--- src/rtl/jsu_pkg.sv ---
// ----------------------------------------------------------------------------
// JSON string unescape package
// Result kinds, error codes, surrogate bounds and the command passed from
// the decoder to the UTF-8 encoder.
// ----------------------------------------------------------------------------
`default_nettype none

package jsu_pkg;

  localparam logic [1:0] KIND_DATA  = 2'd0;
  localparam logic [1:0] KIND_DONE  = 2'd1;
  localparam logic [1:0] KIND_ERROR = 2'd2;

  localparam logic [3:0] ERR_NONE       = 4'd0;
  localparam logic [3:0] ERR_NO_OPEN    = 4'd1;
  localparam logic [3:0] ERR_UNTERM     = 4'd2;
  localparam logic [3:0] ERR_UNTERM_ESC = 4'd3;
  localparam logic [3:0] ERR_BAD_ESC    = 4'd4;
  localparam logic [3:0] ERR_CTRL       = 4'd5;
  localparam logic [3:0] ERR_TRUNC_U    = 4'd6;
  localparam logic [3:0] ERR_BAD_HEX    = 4'd7;
  localparam logic [3:0] ERR_BAD_LOW    = 4'd8;
  localparam logic [3:0] ERR_UNP_HIGH   = 4'd9;
  localparam logic [3:0] ERR_UNP_LOW    = 4'd10;

  localparam logic [15:0] HIGH_MIN = 16'hD800;
  localparam logic [15:0] HIGH_MAX = 16'hDBFF;
  localparam logic [15:0] LOW_MIN  = 16'hDC00;
  localparam logic [15:0] LOW_MAX  = 16'hDFFF;
  localparam logic [20:0] SUPP_BASE = 21'h10000;

  localparam logic [7:0] CTRL_LIMIT = 8'h20;
  localparam logic [7:0] CONT_MARK  = 8'h80;
  localparam logic [7:0] LEAD2_MARK = 8'hC0;
  localparam logic [7:0] LEAD3_MARK = 8'hE0;
  localparam logic [7:0] LEAD4_MARK = 8'hF0;

  // A raw command gives one result carrying cp[7:0]; otherwise cp is
  // encoded as one to four UTF-8 data bytes.
  typedef struct packed {
    logic        raw;
    logic [1:0]  kind;
    logic [3:0]  code;
    logic [20:0] cp;
  } cmd_t;

endpackage

`default_nettype wire

--- src/rtl/jsu_front.sv ---
// ----------------------------------------------------------------------------
// JSON string unescape decoder
// Tracks the string and escape state for each accepted byte and issues at
// most one command per byte.
// ----------------------------------------------------------------------------
`default_nettype none

module jsu_front (
  input  wire logic            clk_i,
  input  wire logic            rst_ni,
  input  wire logic            accept_i,
  input  wire logic [7:0]      text_byte_i,
  input  wire logic            func_i,
  output jsu_pkg::cmd_t        cmd_o,
  output logic                 cmd_valid_o
);

  localparam logic [3:0] PH_IDLE  = 4'd0;
  localparam logic [3:0] PH_STR   = 4'd1;
  localparam logic [3:0] PH_ESC   = 4'd2;
  localparam logic [3:0] PH_HEX1  = 4'd3;
  localparam logic [3:0] PH_HEX2  = 4'd4;
  localparam logic [3:0] PH_HEX3  = 4'd5;
  localparam logic [3:0] PH_HEX4  = 4'd6;
  localparam logic [3:0] PH_BS    = 4'd7;
  localparam logic [3:0] PH_U     = 4'd8;
  localparam logic [3:0] PH_LHEX1 = 4'd9;
  localparam logic [3:0] PH_LHEX2 = 4'd10;
  localparam logic [3:0] PH_LHEX3 = 4'd11;
  localparam logic [3:0] PH_LHEX4 = 4'd12;

  logic [3:0]  phase_q, phase_d;
  logic [15:0] hex_q, hex_d;
  logic [9:0]  high_q, high_d;
  logic        hex_ok;
  logic [3:0]  hex_val;
  logic [15:0] hex_new;

  function automatic jsu_pkg::cmd_t single(input logic [1:0] kind, input logic [3:0] code,
                                           input logic [7:0] data);
    jsu_pkg::cmd_t c;
    c.raw  = 1'b1;
    c.kind = kind;
    c.code = code;
    c.cp   = {13'd0, data};
    return c;
  endfunction

  function automatic jsu_pkg::cmd_t encode(input logic [20:0] cp);
    jsu_pkg::cmd_t c;
    c.raw  = 1'b0;
    c.kind = jsu_pkg::KIND_DATA;
    c.code = jsu_pkg::ERR_NONE;
    c.cp   = cp;
    return c;
  endfunction

  always_comb begin
    hex_ok  = 1'b1;
    hex_val = 4'd0;
    if (text_byte_i >= "0" && text_byte_i <= "9") begin
      hex_val = 4'(text_byte_i - "0");
    end else if (text_byte_i >= "a" && text_byte_i <= "f") begin
      hex_val = 4'(text_byte_i - "a" + 8'd10);
    end else if (text_byte_i >= "A" && text_byte_i <= "F") begin
      hex_val = 4'(text_byte_i - "A" + 8'd10);
    end else begin
      hex_ok = 1'b0;
    end
  end

  assign hex_new = {hex_q[11:0], hex_val};

  always_comb begin
    phase_d     = phase_q;
    hex_d       = hex_q;
    high_d      = high_q;
    cmd_valid_o = 1'b0;
    cmd_o       = '0;
    if (accept_i) begin
      case (phase_q)
        PH_STR: begin
          if (func_i) begin
            cmd_valid_o = 1'b1;
            cmd_o       = single(jsu_pkg::KIND_ERROR, jsu_pkg::ERR_UNTERM, 8'd0);
            phase_d     = PH_IDLE;
          end else if (text_byte_i == "\"") begin
            cmd_valid_o = 1'b1;
            cmd_o       = single(jsu_pkg::KIND_DONE, jsu_pkg::ERR_NONE, 8'd0);
            phase_d     = PH_IDLE;
          end else if (text_byte_i == "\\") begin
            phase_d = PH_ESC;
          end else if (text_byte_i < jsu_pkg::CTRL_LIMIT) begin
            cmd_valid_o = 1'b1;
            cmd_o       = single(jsu_pkg::KIND_ERROR, jsu_pkg::ERR_CTRL, 8'd0);
            phase_d     = PH_IDLE;
          end else begin
            cmd_valid_o = 1'b1;
            cmd_o       = single(jsu_pkg::KIND_DATA, jsu_pkg::ERR_NONE, text_byte_i);
          end
        end
        PH_ESC: begin
          cmd_valid_o = 1'b1;
          phase_d     = PH_STR;
          if (func_i) begin
            cmd_o   = single(jsu_pkg::KIND_ERROR, jsu_pkg::ERR_UNTERM_ESC, 8'd0);
            phase_d = PH_IDLE;
          end else begin
            case (text_byte_i)
              "\"", "\\", "/": cmd_o = single(jsu_pkg::KIND_DATA, jsu_pkg::ERR_NONE,
                                              text_byte_i);
              "b": cmd_o = single(jsu_pkg::KIND_DATA, jsu_pkg::ERR_NONE, 8'h08);
              "f": cmd_o = single(jsu_pkg::KIND_DATA, jsu_pkg::ERR_NONE, 8'h0C);
              "n": cmd_o = single(jsu_pkg::KIND_DATA, jsu_pkg::ERR_NONE, 8'h0A);
              "r": cmd_o = single(jsu_pkg::KIND_DATA, jsu_pkg::ERR_NONE, 8'h0D);
              "t": cmd_o = single(jsu_pkg::KIND_DATA, jsu_pkg::ERR_NONE, 8'h09);
              "u": begin
                cmd_valid_o = 1'b0;
                phase_d     = PH_HEX1;
                hex_d       = 16'd0;
              end
              default: begin
                cmd_o   = single(jsu_pkg::KIND_ERROR, jsu_pkg::ERR_BAD_ESC, 8'd0);
                phase_d = PH_IDLE;
              end
            endcase
          end
        end
        PH_BS: begin
          if (func_i || text_byte_i != "\\") begin
            cmd_valid_o = 1'b1;
            cmd_o       = single(jsu_pkg::KIND_ERROR, jsu_pkg::ERR_UNP_HIGH, 8'd0);
            phase_d     = PH_IDLE;
          end else begin
            phase_d = PH_U;
          end
        end
        PH_U: begin
          if (func_i || text_byte_i != "u") begin
            cmd_valid_o = 1'b1;
            cmd_o       = single(jsu_pkg::KIND_ERROR, jsu_pkg::ERR_UNP_HIGH, 8'd0);
            phase_d     = PH_IDLE;
          end else begin
            phase_d = PH_LHEX1;
            hex_d   = 16'd0;
          end
        end
        PH_HEX1, PH_HEX2, PH_HEX3, PH_HEX4,
        PH_LHEX1, PH_LHEX2, PH_LHEX3, PH_LHEX4: begin
          if (func_i) begin
            cmd_valid_o = 1'b1;
            cmd_o       = single(jsu_pkg::KIND_ERROR, jsu_pkg::ERR_TRUNC_U, 8'd0);
            phase_d     = PH_IDLE;
          end else if (!hex_ok) begin
            cmd_valid_o = 1'b1;
            cmd_o       = single(jsu_pkg::KIND_ERROR, jsu_pkg::ERR_BAD_HEX, 8'd0);
            phase_d     = PH_IDLE;
          end else begin
            hex_d = hex_new;
            if (phase_q == PH_HEX4) begin
              if (hex_new >= jsu_pkg::HIGH_MIN && hex_new <= jsu_pkg::HIGH_MAX) begin
                high_d  = hex_new[9:0];
                phase_d = PH_BS;
              end else if (hex_new >= jsu_pkg::LOW_MIN && hex_new <= jsu_pkg::LOW_MAX) begin
                cmd_valid_o = 1'b1;
                cmd_o       = single(jsu_pkg::KIND_ERROR, jsu_pkg::ERR_UNP_LOW, 8'd0);
                phase_d     = PH_IDLE;
              end else begin
                cmd_valid_o = 1'b1;
                cmd_o       = encode({5'd0, hex_new});
                phase_d     = PH_STR;
              end
            end else if (phase_q == PH_LHEX4) begin
              cmd_valid_o = 1'b1;
              if (hex_new < jsu_pkg::LOW_MIN || hex_new > jsu_pkg::LOW_MAX) begin
                cmd_o   = single(jsu_pkg::KIND_ERROR, jsu_pkg::ERR_BAD_LOW, 8'd0);
                phase_d = PH_IDLE;
              end else begin
                cmd_o   = encode(jsu_pkg::SUPP_BASE + {1'b0, high_q, hex_new[9:0]});
                phase_d = PH_STR;
              end
            end else begin
              phase_d = phase_q + 4'd1;
            end
          end
        end
        default: begin
          if (func_i || text_byte_i != "\"") begin
            cmd_valid_o = 1'b1;
            cmd_o       = single(jsu_pkg::KIND_ERROR, jsu_pkg::ERR_NO_OPEN, 8'd0);
            phase_d     = PH_IDLE;
          end else begin
            phase_d = PH_STR;
          end
        end
      endcase
    end
  end

  always_ff @(posedge clk_i or negedge rst_ni) begin
    if (!rst_ni) begin
      phase_q <= PH_IDLE;
      hex_q   <= 16'd0;
      high_q  <= 10'd0;
    end else begin
      phase_q <= phase_d;
      hex_q   <= hex_d;
      high_q  <= high_d;
    end
  end

endmodule

`default_nettype wire

--- src/rtl/jsu_cmd_fifo.sv ---
// ----------------------------------------------------------------------------
// JSON string unescape command queue
// Small register queue that decouples the decoder from the encoder.
// ----------------------------------------------------------------------------
`default_nettype none

module jsu_cmd_fifo #(
  parameter int unsigned DEPTH = 4
) (
  input  wire logic           clk_i,
  input  wire logic           rst_ni,
  input  wire logic           push_i,
  input  wire jsu_pkg::cmd_t  cmd_i,
  input  wire logic           pop_i,
  output jsu_pkg::cmd_t       cmd_o,
  output logic                full_o,
  output logic                empty_o
);

  localparam int unsigned PW = $clog2(DEPTH);
  localparam int unsigned CW = $clog2(DEPTH + 1);

  jsu_pkg::cmd_t mem_q [DEPTH];
  logic [PW-1:0] wr_ptr_q, rd_ptr_q;
  logic [CW-1:0] count_q;
  logic          do_push, do_pop;

  assign full_o  = (count_q == CW'(DEPTH));
  assign empty_o = (count_q == '0);
  assign do_push = push_i && !full_o;
  assign do_pop  = pop_i && !empty_o;
  assign cmd_o   = mem_q[rd_ptr_q];

  function automatic logic [PW-1:0] wrap_inc(input logic [PW-1:0] p);
    return (p == PW'(DEPTH - 1)) ? '0 : p + PW'(1);
  endfunction

  always_ff @(posedge clk_i) begin
    if (do_push) begin
      mem_q[wr_ptr_q] <= cmd_i;
    end
  end

  always_ff @(posedge clk_i or negedge rst_ni) begin
    if (!rst_ni) begin
      wr_ptr_q <= '0;
      rd_ptr_q <= '0;
      count_q  <= '0;
    end else begin
      if (do_push) begin
        wr_ptr_q <= wrap_inc(wr_ptr_q);
      end
      if (do_pop) begin
        rd_ptr_q <= wrap_inc(rd_ptr_q);
      end
      if (do_push && !do_pop) begin
        count_q <= count_q + CW'(1);
      end else if (do_pop && !do_push) begin
        count_q <= count_q - CW'(1);
      end
    end
  end

endmodule

`default_nettype wire

--- src/rtl/jsu_back.sv ---
// ----------------------------------------------------------------------------
// JSON string unescape encoder
// Expands each command into its result bytes and holds them in an output
// register until they are taken.
// ----------------------------------------------------------------------------
`default_nettype none

module jsu_back (
  input  wire logic        clk_i,
  input  wire logic        rst_ni,
  input  wire jsu_pkg::cmd_t cmd_i,
  input  wire logic        cmd_empty_i,
  output logic             cmd_pop_o,
  input  wire logic        pop_i,
  output logic             empty_o,
  output logic [7:0]       out_byte_o,
  output logic [1:0]       kind_o,
  output logic [3:0]       error_code_o,
  output logic             last_o
);

  logic [1:0] idx_q;
  logic [1:0] last_idx;
  logic [7:0] bytes [4];
  logic       valid_q;
  logic       load;
  logic       final_byte;
  logic [7:0] byte_q;
  logic [1:0] kind_q;
  logic [3:0] code_q;
  logic       last_q;

  always_comb begin
    bytes[0] = cmd_i.cp[7:0];
    bytes[1] = 8'd0;
    bytes[2] = 8'd0;
    bytes[3] = 8'd0;
    last_idx = 2'd0;
    if (!cmd_i.raw) begin
      if (cmd_i.cp < 21'h80) begin
        last_idx = 2'd0;
      end else if (cmd_i.cp < 21'h800) begin
        last_idx = 2'd1;
        bytes[0] = jsu_pkg::LEAD2_MARK | {3'd0, cmd_i.cp[10:6]};
        bytes[1] = jsu_pkg::CONT_MARK | {2'd0, cmd_i.cp[5:0]};
      end else if (cmd_i.cp < 21'h10000) begin
        last_idx = 2'd2;
        bytes[0] = jsu_pkg::LEAD3_MARK | {4'd0, cmd_i.cp[15:12]};
        bytes[1] = jsu_pkg::CONT_MARK | {2'd0, cmd_i.cp[11:6]};
        bytes[2] = jsu_pkg::CONT_MARK | {2'd0, cmd_i.cp[5:0]};
      end else begin
        last_idx = 2'd3;
        bytes[0] = jsu_pkg::LEAD4_MARK | {5'd0, cmd_i.cp[20:18]};
        bytes[1] = jsu_pkg::CONT_MARK | {2'd0, cmd_i.cp[17:12]};
        bytes[2] = jsu_pkg::CONT_MARK | {2'd0, cmd_i.cp[11:6]};
        bytes[3] = jsu_pkg::CONT_MARK | {2'd0, cmd_i.cp[5:0]};
      end
    end
  end

  assign load       = !cmd_empty_i && (!valid_q || pop_i);
  assign final_byte = (idx_q == last_idx);
  assign cmd_pop_o  = load && final_byte;

  always_ff @(posedge clk_i or negedge rst_ni) begin
    if (!rst_ni) begin
      valid_q <= 1'b0;
      idx_q   <= 2'd0;
    end else begin
      if (load) begin
        valid_q <= 1'b1;
        idx_q   <= final_byte ? 2'd0 : idx_q + 2'd1;
      end else if (pop_i) begin
        valid_q <= 1'b0;
      end
    end
  end

  always_ff @(posedge clk_i) begin
    if (load) begin
      byte_q <= bytes[idx_q];
      kind_q <= cmd_i.kind;
      code_q <= cmd_i.code;
      last_q <= final_byte;
    end
  end

  assign empty_o      = !valid_q;
  assign out_byte_o   = byte_q;
  assign kind_o       = kind_q;
  assign error_code_o = code_q;
  assign last_o       = last_q;

endmodule

`default_nettype wire

--- src/rtl/json_string_unescape_utf8_top.sv ---
// ----------------------------------------------------------------------------
// JSON string unescape to UTF-8
// Decodes the bytes of JSON string literals into UTF-8 bytes, done markers
// and numbered error results.
// ----------------------------------------------------------------------------
// Usage: text bytes enter through push/full; func_i high marks the end of
// the text. Results leave through empty/pop, oldest first, with last_o on
// the final result of each input request.
// A request is accepted every cycle while full is low. Its first result passes
// through the command queue and the output register before it is on the
// ports, and results drain at one per cycle while pop is high; a \u escape
// yields up to four bytes, which the encoder issues one after another.
// The decoder issues at most one command per request into a queue of
// QUEUE_DEPTH entries; while the receiver stalls, the queue fills and
// full rises. Reset returns the decoder to waiting for an opening quote and
// empties the queue and the output register.
// ----------------------------------------------------------------------------
`default_nettype none

module json_string_unescape_utf8_top #(
  parameter int unsigned QUEUE_DEPTH = 4
) (
  input  wire logic       clk_i,
  input  wire logic       rst_ni,
  input  wire logic       push,
  output logic            full,
  input  wire logic [7:0] text_byte_i,
  input  wire logic       func_i,
  output logic            empty,
  input  wire logic       pop,
  output logic [7:0]      out_byte_o,
  output logic [1:0]      kind_o,
  output logic [3:0]      error_code_o,
  output logic            last_o
);

  jsu_pkg::cmd_t front_cmd;
  jsu_pkg::cmd_t head_cmd;
  logic          front_valid;
  logic          q_empty;
  logic          q_pop;
  logic          accept;

  assign accept = push && !full;

  jsu_front u_front (
    .clk_i       (clk_i),
    .rst_ni      (rst_ni),
    .accept_i    (accept),
    .text_byte_i (text_byte_i),
    .func_i      (func_i),
    .cmd_o       (front_cmd),
    .cmd_valid_o (front_valid)
  );

  jsu_cmd_fifo #(
    .DEPTH (QUEUE_DEPTH)
  ) u_fifo (
    .clk_i   (clk_i),
    .rst_ni  (rst_ni),
    .push_i  (front_valid),
    .cmd_i   (front_cmd),
    .pop_i   (q_pop),
    .cmd_o   (head_cmd),
    .full_o  (full),
    .empty_o (q_empty)
  );

  jsu_back u_back (
    .clk_i        (clk_i),
    .rst_ni       (rst_ni),
    .cmd_i        (head_cmd),
    .cmd_empty_i  (q_empty),
    .cmd_pop_o    (q_pop),
    .pop_i        (pop),
    .empty_o      (empty),
    .out_byte_o   (out_byte_o),
    .kind_o       (kind_o),
    .error_code_o (error_code_o),
    .last_o       (last_o)
  );

endmodule

`default_nettype wire

--- config.mk ---
export PLATFORM = sky130hd
export DESIGN_NAME = json_string_unescape_utf8_top
export DESIGN_NICKNAME = d
export VERILOG_FILES = /design/src/rtl/jsu_pkg.sv /design/src/rtl/jsu_front.sv /design/src/rtl/jsu_cmd_fifo.sv /design/src/rtl/jsu_back.sv /design/src/rtl/json_string_unescape_utf8_top.sv
export SDC_FILE = /design/constraint.sdc
export NUM_CORES = 1
export LEC_CHECK = 0
export BUFFER_PORTS_ARGS = -buffer_cell sky130_fd_sc_hd__buf_2
export CORE_MARGIN = 8
export CORE_UTILIZATION = 59
export DETAILED_ROUTE_END_ITERATION = 10
export GPL_TIMING_DRIVEN = 0
export HOLD_SLACK_MARGIN = 0.12
export PLACE_DENSITY = 0.76
export SETUP_SLACK_MARGIN = 0.15
export SLEW_MARGIN = 20
export SYNTH_ARGS = -nofsm -noshare
export SYNTH_HDL_FRONTEND = slang
export SYNTH_SLANG_ARGS = --single-unit
--- constraint.sdc ---
create_clock -name clk_i -period 6 [get_ports clk_i]
set_input_delay 1.2 -clock clk_i [delete_from_list [all_inputs] [get_ports clk_i]]
set_output_delay 1.2 -clock clk_i [all_outputs]
set_load 0.05 [all_outputs]
==> results of run 1 <==
logic make-up (layout without fill, tap and decap cells):
group	count (synthesis)	after routing
AOI/OAI and AO/OA	150	150
xor gates and xnor gates	6	6
adders and majority gates	16	16
buffers and inverters	60	124
DFF	163	163
muxes	54	54
and+or+nand+nor	169	169
layout make-up:
| cell class | count | share of cell area |
|---|---|---|
| flip-flops and latches | 163 | 0.511 |
| clock buffers | 19 | 0.0480 |
| repair buffers | 32 | 0.0245 |
| clock inverters | 13 | 0.0210 |
| inverters | 27 | 0.0110 |
| well taps | 180 | 0.0244 |
| multi-input cells | 395 | 0.344 |
| plain buffers | 33 | 0.0160 |
power groups by stage:
stage | clock network [uW] | registers [uW] | logic, uW
global route | 1210 | 1760 | 2170
global placement | 0 | 1730 | 1890
floorplan | 0 | 1890 | 1250
detailed placement | 0 | 1740 | 1980
finish | 1160 | 1730 | 2010
CTS | 1170 | 1730 | 1990
cell usage after synthesis, types with 5 or more instances:
| master | number | area (um2) |
|---|---|---|
| clkbuf_1 | 23 | 86.3 |
| nand2_1 | 29 | 109 |
| nor2_1 | 41 | 154 |
| dfrtp_1 | 36 | 901 |
| mux4_2 | 25 | 563 |
| nand2b_1 | 5 | 31.3 |
| a31oi_1 | 18 | 113 |
| inv_1 | 27 | 101 |
| or3_1 | 6 | 37.5 |
| and2_1 | 10 | 62.6 |
| a22o_1 | 10 | 87.6 |
| buf_2 | 7 | 35.0 |
| or2_2 | 6 | 37.5 |
| a21oi_1 | 25 | 125 |
| nand4_1 | 11 | 68.8 |
| o211ai_1 | 10 | 75.1 |
| nand3_1 | 10 | 50.1 |
| o21ai_0 | 29 | 145 |
| ha_1 | 15 | 188 |
| mux2_2 | 21 | 236 |
| nor3_1 | 10 | 50.1 |
| a22oi_1 | 9 | 67.6 |
| edfxtp_1 | 127 | 3810 |
flip-flops by register name, indices dropped and copies added, names as in the netlist, 2 cells and up:
name	flops
u_front.phase_q	4
u_back.out_byte_o	8
u_fifo.mem_q	112
u_fifo.rd_ptr_q	2
u_front.hex_q	12
u_front.high_q	10
u_back.error_code_o	4
u_fifo.count_q	3
u_back.idx_q	2
u_fifo.wr_ptr_q	2
u_back.kind_o	2
how the worst max path moves through the flow:
stage,startpoint,endpoint,slack [ps],cells after the start
final,text_byte_i[0],u_fifo.count_q[2]$_DFFE_PN0P_,1410,14
after CTS,text_byte_i[0],u_fifo.count_q[2]$_DFFE_PN0P_,1540,14
after floorplan,text_byte_i[0],u_fifo.count_q[2]$_DFFE_PN0P_,2070,13
after global placement,text_byte_i[0],u_fifo.mem_q[2][19]$_DFFE_PP_,940,9
after global routing,text_byte_i[0],u_fifo.count_q[2]$_DFFE_PN0P_,1310,14
after detailed placement,text_byte_i[0],u_fifo.count_q[2]$_DFFE_PN0P_,1180,14
stage by stage:
| stage | cell area (um2) | hold slack (ps) | power (uW) | worst slack [ps] | std cells |
|---|---|---|---|---|---|
| 2_1_floorplan | 8130 | 456 | 3150 | 2070 | 618 |
| 3_3_place_gp | 8490 | 481 | 3620 | 943 | 825 |
| 3_5_place_dp | 8590 | 498 | 3730 | 1180 | 830 |
| 4_1_cts | 9230 | 527 | 4900 | 1540 | 862 |
| 5_1_grt | 9230 | 534 | 5140 | 1310 | 862 |
| 6_report | 9230 | 523 | 4890 | 1410 | 862 |
routing by layer:
| layer | vias up | wire [um] |
|---|---|---|
| met3 | 37 | 1310 |
| met1 | 2848 | 8060 |
| met4 | 0 | 349 |
| met5 | - | 0 |
| met2 | 281 | 9560 |
| li1 | 2535 | - |
==> results.yml, run 1 <==
sta:
  finalSetupViolCount: 0
  finalHoldViolations: 0
  tightestPinTransition_ps: 965
  tns_ps: 0
  clock_skew_ps: 8.66
  period_needed_ps: 4590
  grt_setup_unrepaired: "no"
  maxSlewViolCount: 0
  fin_crit_sh: 0.764
  fmax_ghz: 0.218
  relSlewSlack: 0.357
worst_setup_path:
  reg2reg_from: "u_fifo.rd_ptr_q[1]$_DFFE_PN0P_"
  r2r_slack_ps: 1770
  start_kind: "input pin"
  criticalPathCategory: "input pin to flip-flop"
  ff2ff_path_depth: 13
  crit_required_ps: 6340
  cp_num_buf_inv: 3
  cp-end-kind: "flip-flop"
  r2r-end: "u_fifo.count_q[2]$_DFFE_PN0P_"
  worstPathArrival_ps: 4930
  crit_slowest_cell: "a31oi_1"
  path_cells: "buf_2 -> inv_1 -> ha_1 -> nor3b_1 -> nor3_2 -> nor2_1 -> o31ai_1 -> a31oi_1 -> ha_1 -> inv_1 -> fa_1 -> xor2_1 -> nor2_1 -> xor2_1"
  cp_top_family: "simple AND/OR/NAND/NOR gates"
  critPathMaxStageDelay_ps: 630
  path_max_fanout: 9
detailed_routing:
  antenna_left: 0
  drt-initial-drc-count: 734
  vias: 5701
  drt_first_pass_iters: 5
  drt_wl_total_um: 19300
  drc: 0
  via_per_inst: 6.61
  wl_per_cell_um: 22.4
power:
  ir_drop_mv: 0.236
  powerDensity_nw_per_um2: 530
  internal_power_uw: 3020
  netSwitchingFraction: 0.382
  switching_power_uw: 1870
  seq_power_share: 0.353
  p_clk_frac: 0.237
  power_leakage_uw: 0.00336
  combinationalPowerShare: 0.410
layout:
  multi_input_area_um2: 3180
  register_area_um2: 4710
  area_growth_pct: 13.5
  drive_gt1_frac: 0.208
  final_nets: 698
  mostFrequentLayoutCell: "edfxtp_1"
  most-common-layout-cells: "edfxtp_1, nor2_1, dfrtp_1"
  n_antenna_cell: 0
  fillers: 973
  fin_util: 0.675
die:
  start_util: 0.595
  core_area_um2: 13700
  row_count: 43
  dieWidth_um: 133
  fp.dieH_um: 133
  dieArea_um2: 17800
  num_io_pins: 30
logic_synthesis:
  synth_seq_area_share: 0.580
  synth_top_family_by_area: "compound AO/OA/AOI/OAI gates"
  synth_seq_cells: 163
  synth.area.mux_share: 0.112
  yosysUniqueCellTypes: 78
  synth_fp_nets: 647
  synthSimpleGateAreaFrac: 0.117
  avgSynthCellArea_um2: 13.2
  ys.flop_type: "edfxtp_1"
  syn-cell-area_um2: 8130
  synth_cells: 618
  synthArstFlopShare: 0.221
  synth_edf_count: 127
  synth_xor_area_frac: 0.00646
  ys.warnings.count: 0
  synthAdderAreaFrac: 0.0255
  synth-compound-area-share: 0.128
cts:
  worstSkewPairLatency_ps: 420
  cts-resized-gates: 0
  htree_levels: 4
  clockBufferDepth: 2
  cts_tree: "yes"
  numCtsBuffers: 17
  postCtsSetupRepairBufs: 0
  clock-sinks: 163
  cts_root_buf: "clkbuf_16"
  clkTransAtPathRegs_ps: 60
  holdBufCountCts: 0
worst_hold_path:
  hold_depth: 1
  min_from: "u_front.high_q[3]$_DFFE_PN0P_"
  hold_class: "flip-flop to flip-flop"
  worstHoldEndpoint: "u_front.high_q[3]$_DFFE_PN0P_"
status:
  status: "finished clean"
place:
  place.gp.congestion: 0.943
  numPortBuffers: 27
  hpwlAfterDp_um: 13500
global_routing:
  grt_pass1_vias: 5574
  grt_util_met1: 0.285
  top_usage_layer: "met2"
  use_met3: 0.0501
  grt_antenna_before_repair: 0
  grt_max_degree: 37
  grt-ovfl-total: 0
  grt_pass1_wl_um: 30700
  grtUsageTotal: 0.222
  met2_usage: 0.361
run:
  cap_violations: 0
Power figures use the tool's default switching activity.
==> run 2, diff against run 1 <==
==> constraint.sdc (replaced) <==
create_clock -name clk_i -period 4.4 [get_ports clk_i]
set_input_delay 0.88 -clock clk_i [delete_from_list [all_inputs] [get_ports clk_i]]
set_output_delay 0.88 -clock clk_i [all_outputs]
set_load 0.05 [all_outputs]
==> run 2 against run 1 <==
Non-clock buffer count stayed put. Critical path depth is the same. Sequential power increased by 36%. Total power is 37% higher.
==> results.yml, run 2 (synthesis gave the netlist of run 1 again) <==
place:
  numPortBuffers: 27
  pre_cts_ws_ps: -98.3
  place.gp.congestion: 0.943
  hpwlAfterDp_um: 13500
cts:
  htree_levels: 4
  cts_tree: "yes"
  clock-sinks: 163
  clockBufferDepth: 2
  cts_root_buf: "clkbuf_16"
  postCtsSetupRepairBufs: 0
  worstSkewPairLatency_ps: 420
  numCtsBuffers: 17
  clkTransAtPathRegs_ps: 60
sta:
  relSlewSlack: 0.370
  clock_skew_ps: 9.46
  fin_crit_sh: 0.919
  tightestPinTransition_ps: 945
  finalSetupViolCount: 0
  period_needed_ps: 4050
  finalHoldViolations: 0
  fin_ws_ps: 355
  fmax_ghz: 0.247
  maxSlewViolCount: 0
  grt_setup_unrepaired: "no"
detailed_routing:
  drt_wl_total_um: 19300
  drc: 0
  via_per_inst: 6.57
  wl_per_cell_um: 22.3
  vias: 5663
  drt_first_pass_iters: 8
  drt-initial-drc-count: 631
  antenna_left: 0
power:
  powerDensity_nw_per_um2: 723
  ir_drop_mv: 0.320
  power_leakage_uw: 0.00336
  power_uw: 6680
worst_hold_path:
  worstHoldEndpoint: "u_fifo.count_q[2]$_DFFE_PN0P_"
  hold_depth: 1
  hold_class: "flip-flop to flip-flop"
  min_from: "u_fifo.count_q[2]$_DFFE_PN0P_"
die:
  start_util: 0.595
  row_count: 43
  dieArea_um2: 17800
  dieWidth_um: 133
  fp.dieH_um: 133
  core_area_um2: 13700
  num_io_pins: 30
worst_setup_path:
  crit_required_ps: 4740
  path_max_fanout: 9
  r2r-end: "u_fifo.count_q[2]$_DFFE_PN0P_"
  reg2reg_from: "u_fifo.rd_ptr_q[0]$_DFFE_PN0P_"
  ff2ff_path_depth: 13
  start_kind: "input pin"
  worstPathArrival_ps: 4380
  criticalPathCategory: "input pin to flip-flop"
  r2r_slack_ps: 390
  cp-end-kind: "flip-flop"
status:
  status: "finished clean"
layout:
  largest_reg_flops: 112
  area_growth_pct: 13.7
  most-common-layout-cells: "edfxtp_1, nor2_1, dfrtp_1"
  final_nets: 698
  mostFrequentLayoutCell: "edfxtp_1"
  fin_util: 0.676
  largest_registers: "u_fifo.mem_q (112), u_front.hex_q (12), u_front.high_q (10)"
  drive_gt1_frac: 0.213
  n_antenna_cell: 0
  regMostFlops: "u_fifo.mem_q"
global_routing:
  grt_max_degree: 37
  grt-ovfl-total: 0
  grtUsageTotal: 0.222
  grt_pass1_vias: 5574
  grt_antenna_before_repair: 0
  grt_pass1_wl_um: 30700
run:
  cap_violations: 0
==> run 2: where the power goes <==
group	total, uW	switching, uW	internal, uW
Combinational	2750	1770	981
Clock	1580	601	976
Sequential	2360	186	2170
==> run 2: worst max-delay path by stage <==
stage	from	to	slack [ps]	cells after the start
after floorplan	text_byte_i[0]	u_fifo.count_q[2]$_DFFE_PN0P_	790	13
after global placement	text_byte_i[0]	u_fifo.mem_q[2][19]$_DFFE_PP_	-340	9
after detailed placement	text_byte_i[0]	u_fifo.count_q[2]$_DFFE_PN0P_	-100	14
after CTS	u_fifo.rd_ptr_q[1]$_DFFE_PN0P_	u_fifo.count_q[2]$_DFFE_PN0P_	170	13
after global routing	text_byte_i[0]	u_fifo.count_q[2]$_DFFE_PN0P_	240	14
final	text_byte_i[0]	u_fifo.count_q[2]$_DFFE_PN0P_	350	14
==> run 2: metrics by stage <==
step | instance area, um2 | hold slack [ps] | TNS [ps] | cells
6_report | 9240 | 522 | 0 | 862
3_5_place_dp | 8590 | 498 | -128 | 830
3_3_place_gp | 8490 | 481 | -36340 | 825
5_1_grt | 9240 | 534 | 0 | 862
4_1_cts | 9230 | 527 | 0 | 862
2_1_floorplan | 8130 | 456 | 0 | 618
==> run 2: worst max-delay path, stage by stage <==
cell     delay [ps]
buf_2           130
inv_1           110
ha_1            250
nor3b_1         340
nor3_2          130
nor2_1          550
o31ai_1         230
a31oi_2         440
ha_1            280
inv_1            80
fa_1            440
xor2_1          180
nor2_1          150
xor2_1          190
==> run 2: final cells by class <==
type | instances | area, um2
Clock inverter | 13 | 194
Fill cell | 973 | 4420
Sequential cell | 163 | 4710
Clock buffer | 19 | 443
Tap cell | 180 | 225
Multi-Input combinational cell | 395 | 3190
Timing Repair Buffer | 32 | 226
Inverter | 27 | 101
Buffer | 33 | 149
==> run 2: per-layer routing <==
metal / global-route usage / wire length, um / vias to the layer above
met5: 0 / 0 / -
met4: 0.0836 / 327 / 0
met3: 0.0501 / 1370 / 31
met2: 0.361 / 9640 / 275
met1: 0.285 / 7920 / 2825
li1: - / - / 2532
==> run 2: timing repair <==
action	4_1_cts	5_1_grt
setup endpoints to repair	0	2
hold buffers	0	0
resized for setup	0	4
hold endpoints to repair	0	0
==> run 3, diff against run 2 <==
--- a/config.mk
+++ b/config.mk
@@ -6,6 +6,7 @@
 export NUM_CORES = 1
 export LEC_CHECK = 0
 export BUFFER_PORTS_ARGS = -buffer_cell sky130_fd_sc_hd__buf_2
+export CORE_ASPECT_RATIO = 1.75
 export CORE_MARGIN = 8
 export CORE_UTILIZATION = 59
 export DETAILED_ROUTE_END_ITERATION = 10
==> constraint.sdc (replaced) <==
create_clock -name clk_i -period 4 [get_ports clk_i]
set_input_delay 0.8 -clock clk_i [delete_from_list [all_inputs] [get_ports clk_i]]
set_output_delay 0.8 -clock clk_i [all_outputs]
set_load 0.05 [all_outputs]
==> run 3 against run 2 <==
Worst setup slack lost 130 ps. Largest cell class unchanged. Utilization shrank 0.50 points. Register-to-register slack lost 160 ps. Non-clock buffer count grew 1. Largest power group unchanged. Final cell count shrank 0.23%. First-iteration DRC count shrank 20%. Clock skew grew 5.3 ps.
==> results.yml, run 3 (synthesis gave the netlist of run 1 again) <==
layout:
  most-common-layout-cells: "edfxtp_1, nor2_1, dfrtp_1"
  final_nets: 699
  fillers: 990
  stdcell_area_um2: 9190
  drive_gt1_frac: 0.221
  mostFrequentLayoutCell: "edfxtp_1"
  area_growth_pct: 13.1
  fin_util: 0.671
  n_antenna_cell: 0
  largest_registers: "u_fifo.mem_q (112), u_front.hex_q (12), u_front.high_q (10)"
  regMostFlops: "u_fifo.mem_q"
  largest_reg_flops: 112
cts:
  clock-sinks: 163
  cts_root_buf: "clkbuf_16"
  cts_tree: "yes"
  worstSkewPairLatency_ps: 420
  clockBufferDepth: 2
  htree_levels: 4
  clkTransAtPathRegs_ps: 80
  numCtsBuffers: 17
detailed_routing:
  drt-initial-drc-count: 504
  drt_wl_total_um: 20100
  vias: 5655
  drc: 0
  via_per_inst: 6.58
  antenna_left: 0
  drt_first_pass_iters: 5
  wl_per_cell_um: 23.3
worst_setup_path:
  start_kind: "flip-flop"
  path_max_fanout: 10
  crit_required_ps: 4340
  worstPathArrival_ps: 4110
  cp-end-kind: "flip-flop"
  criticalPathCategory: "flip-flop to flip-flop"
die:
  fp.dieH_um: 171
  num_io_pins: 30
  core_area_um2: 13700
  row_count: 57
  start_util: 0.594
  dieWidth_um: 105
  dieArea_um2: 17900
global_routing:
  grt_pass1_wl_um: 31200
  grt-ovfl-total: 0
  grt_max_degree: 37
  grtUsageTotal: 0.227
  grt_antenna_before_repair: 0
  grt_pass1_vias: 5830
worst_hold_path:
  hold_class: "flip-flop to flip-flop"
sta:
  grt_setup_unrepaired: "yes"
  period_needed_ps: 3770
  finalSetupViolCount: 0
  tightestPinTransition_ps: 955
  fmax_ghz: 0.265
  maxSlewViolCount: 0
  clock_skew_ps: 14.8
  relSlewSlack: 0.359
  fin_ws_ps: 229
  fin_crit_sh: 0.943
  finalHoldViolations: 0
run:
  cap_violations: 0
power:
  ir_drop_mv: 0.387
  powerDensity_nw_per_um2: 788
  combinationalPowerShare: 0.418
  power_leakage_uw: 0.00336
  internal_power_uw: 4340
  seq_power_share: 0.359
  p_clk_frac: 0.223
  switching_power_uw: 2900
  netSwitchingFraction: 0.401
place:
  numPortBuffers: 27
  place.gp.congestion: 0.979
  place_area_um2: 8510
  pre_cts_ws_ps: -247
  hpwlAfterDp_um: 14600
status:
  status: "finished clean"
run 3: cell types whose count changed in the layout (fill, tap and decap cells not counted), moves of 2 or more:
| cell | delta |
|---|---|
| clkinv_8 | +2 |
| buf_12 | -3 |
| bufinv_16 | -4 |
| inv_6 | -2 |
| clkinvlp_4 | -2 |
| clkbuf_1 | -2 |
| inv_8 | +6 |
| buf_4 | +6 |
| buf_6 | -2 |
run 3: power by group through the flow:
stage               logic (uW)  registers [uW]  clock network (uW)
detailed placement        2940            2630                   0
global route              3250            2640                1690
global placement          2890            2610                   0
finish                    3030            2600                1610
floorplan                 1880            2840                   0
CTS                       2970            2600                1630
run 3: worst max-delay path, cell delays in order, from the launching register on:
cell,delay (ps)
dfrtp_2,460
buf_12,180
mux4_2,560
or3_4,430
or2_1,210
buf_2,160
o31ai_4,300
o22ai_2,150
inv_1,130
ha_1,190
inv_1,70
fa_1,420
xor2_1,170
nor2_1,110
xor2_1,160
run 3: layout make-up:
type                       count  area (um2)  area share
tap                          177         221      0.0241
timing repair buffer          33         184      0.0200
buffer                        33         165      0.0180
sequential                   163        4720       0.513
multi-input combinational    395        3200       0.348
clock inverter                14         153      0.0166
clock buffer                  18         450      0.0490
inverter                      27         101      0.0110
run 3: timing repair:
action | 4_1_cts | 5_1_grt
endpoints found under the hold margin | 0 | 0
endpoints found under the setup margin | 2 | 114
setup buffers | 2 | 3
hold buffers | 0 | 0
pin swaps | 1 | 1
gates resized for setup | 4 | 8
run 3: routing by layer:
| layer | GRT usage | wire (um) | vias to the layer above |
|---|---|---|---|
| met3 | 0.0356 | 883 | 81 |
| met1 | 0.228 | 7000 | 2774 |
| li1 | - | - | 2546 |
| met5 | 0 | 0 | - |
| met2 | 0.424 | 10900 | 254 |
| met4 | 0.151 | 1270 | 0 |
run 3: worst paths after layout:
kind                                                start                              to  slack [ps]  cells past startpoint
max in group asynchronous                          rst_ni  u_fifo.rd_ptr_q[0]$_DFFE_PN0P_        2840                      1
max reg2reg                u_fifo.rd_ptr_q[0]$_DFFE_PN0P_   u_fifo.count_q[2]$_DFFE_PN0P_         230                     14
max                        u_fifo.rd_ptr_q[0]$_DFFE_PN0P_   u_fifo.count_q[2]$_DFFE_PN0P_         230                     14
min reg2reg                 u_front.high_q[1]$_DFFE_PN0P_   u_front.high_q[1]$_DFFE_PN0P_         510                      1
min                         u_front.high_q[1]$_DFFE_PN0P_   u_front.high_q[1]$_DFFE_PN0P_         510                      1
min in group asynchronous                          rst_ni   u_front.high_q[9]$_DFFE_PN0P_         520                      1
run 3: stage by stage:
| stage | hold WS, ps | setup TNS, ps | total power (uW) | cells |
|---|---|---|---|---|
| finish | 509 | 0 | 7240 | 860 |
| global placement | 472 | -58520 | 5500 | 822 |
| detailed placement | 490 | -12480 | 5570 | 823 |
| CTS | 499 | 0 | 7210 | 857 |
| floorplan | 456 | 0 | 4720 | 618 |
| global route | 526 | 0 | 7580 | 860 |
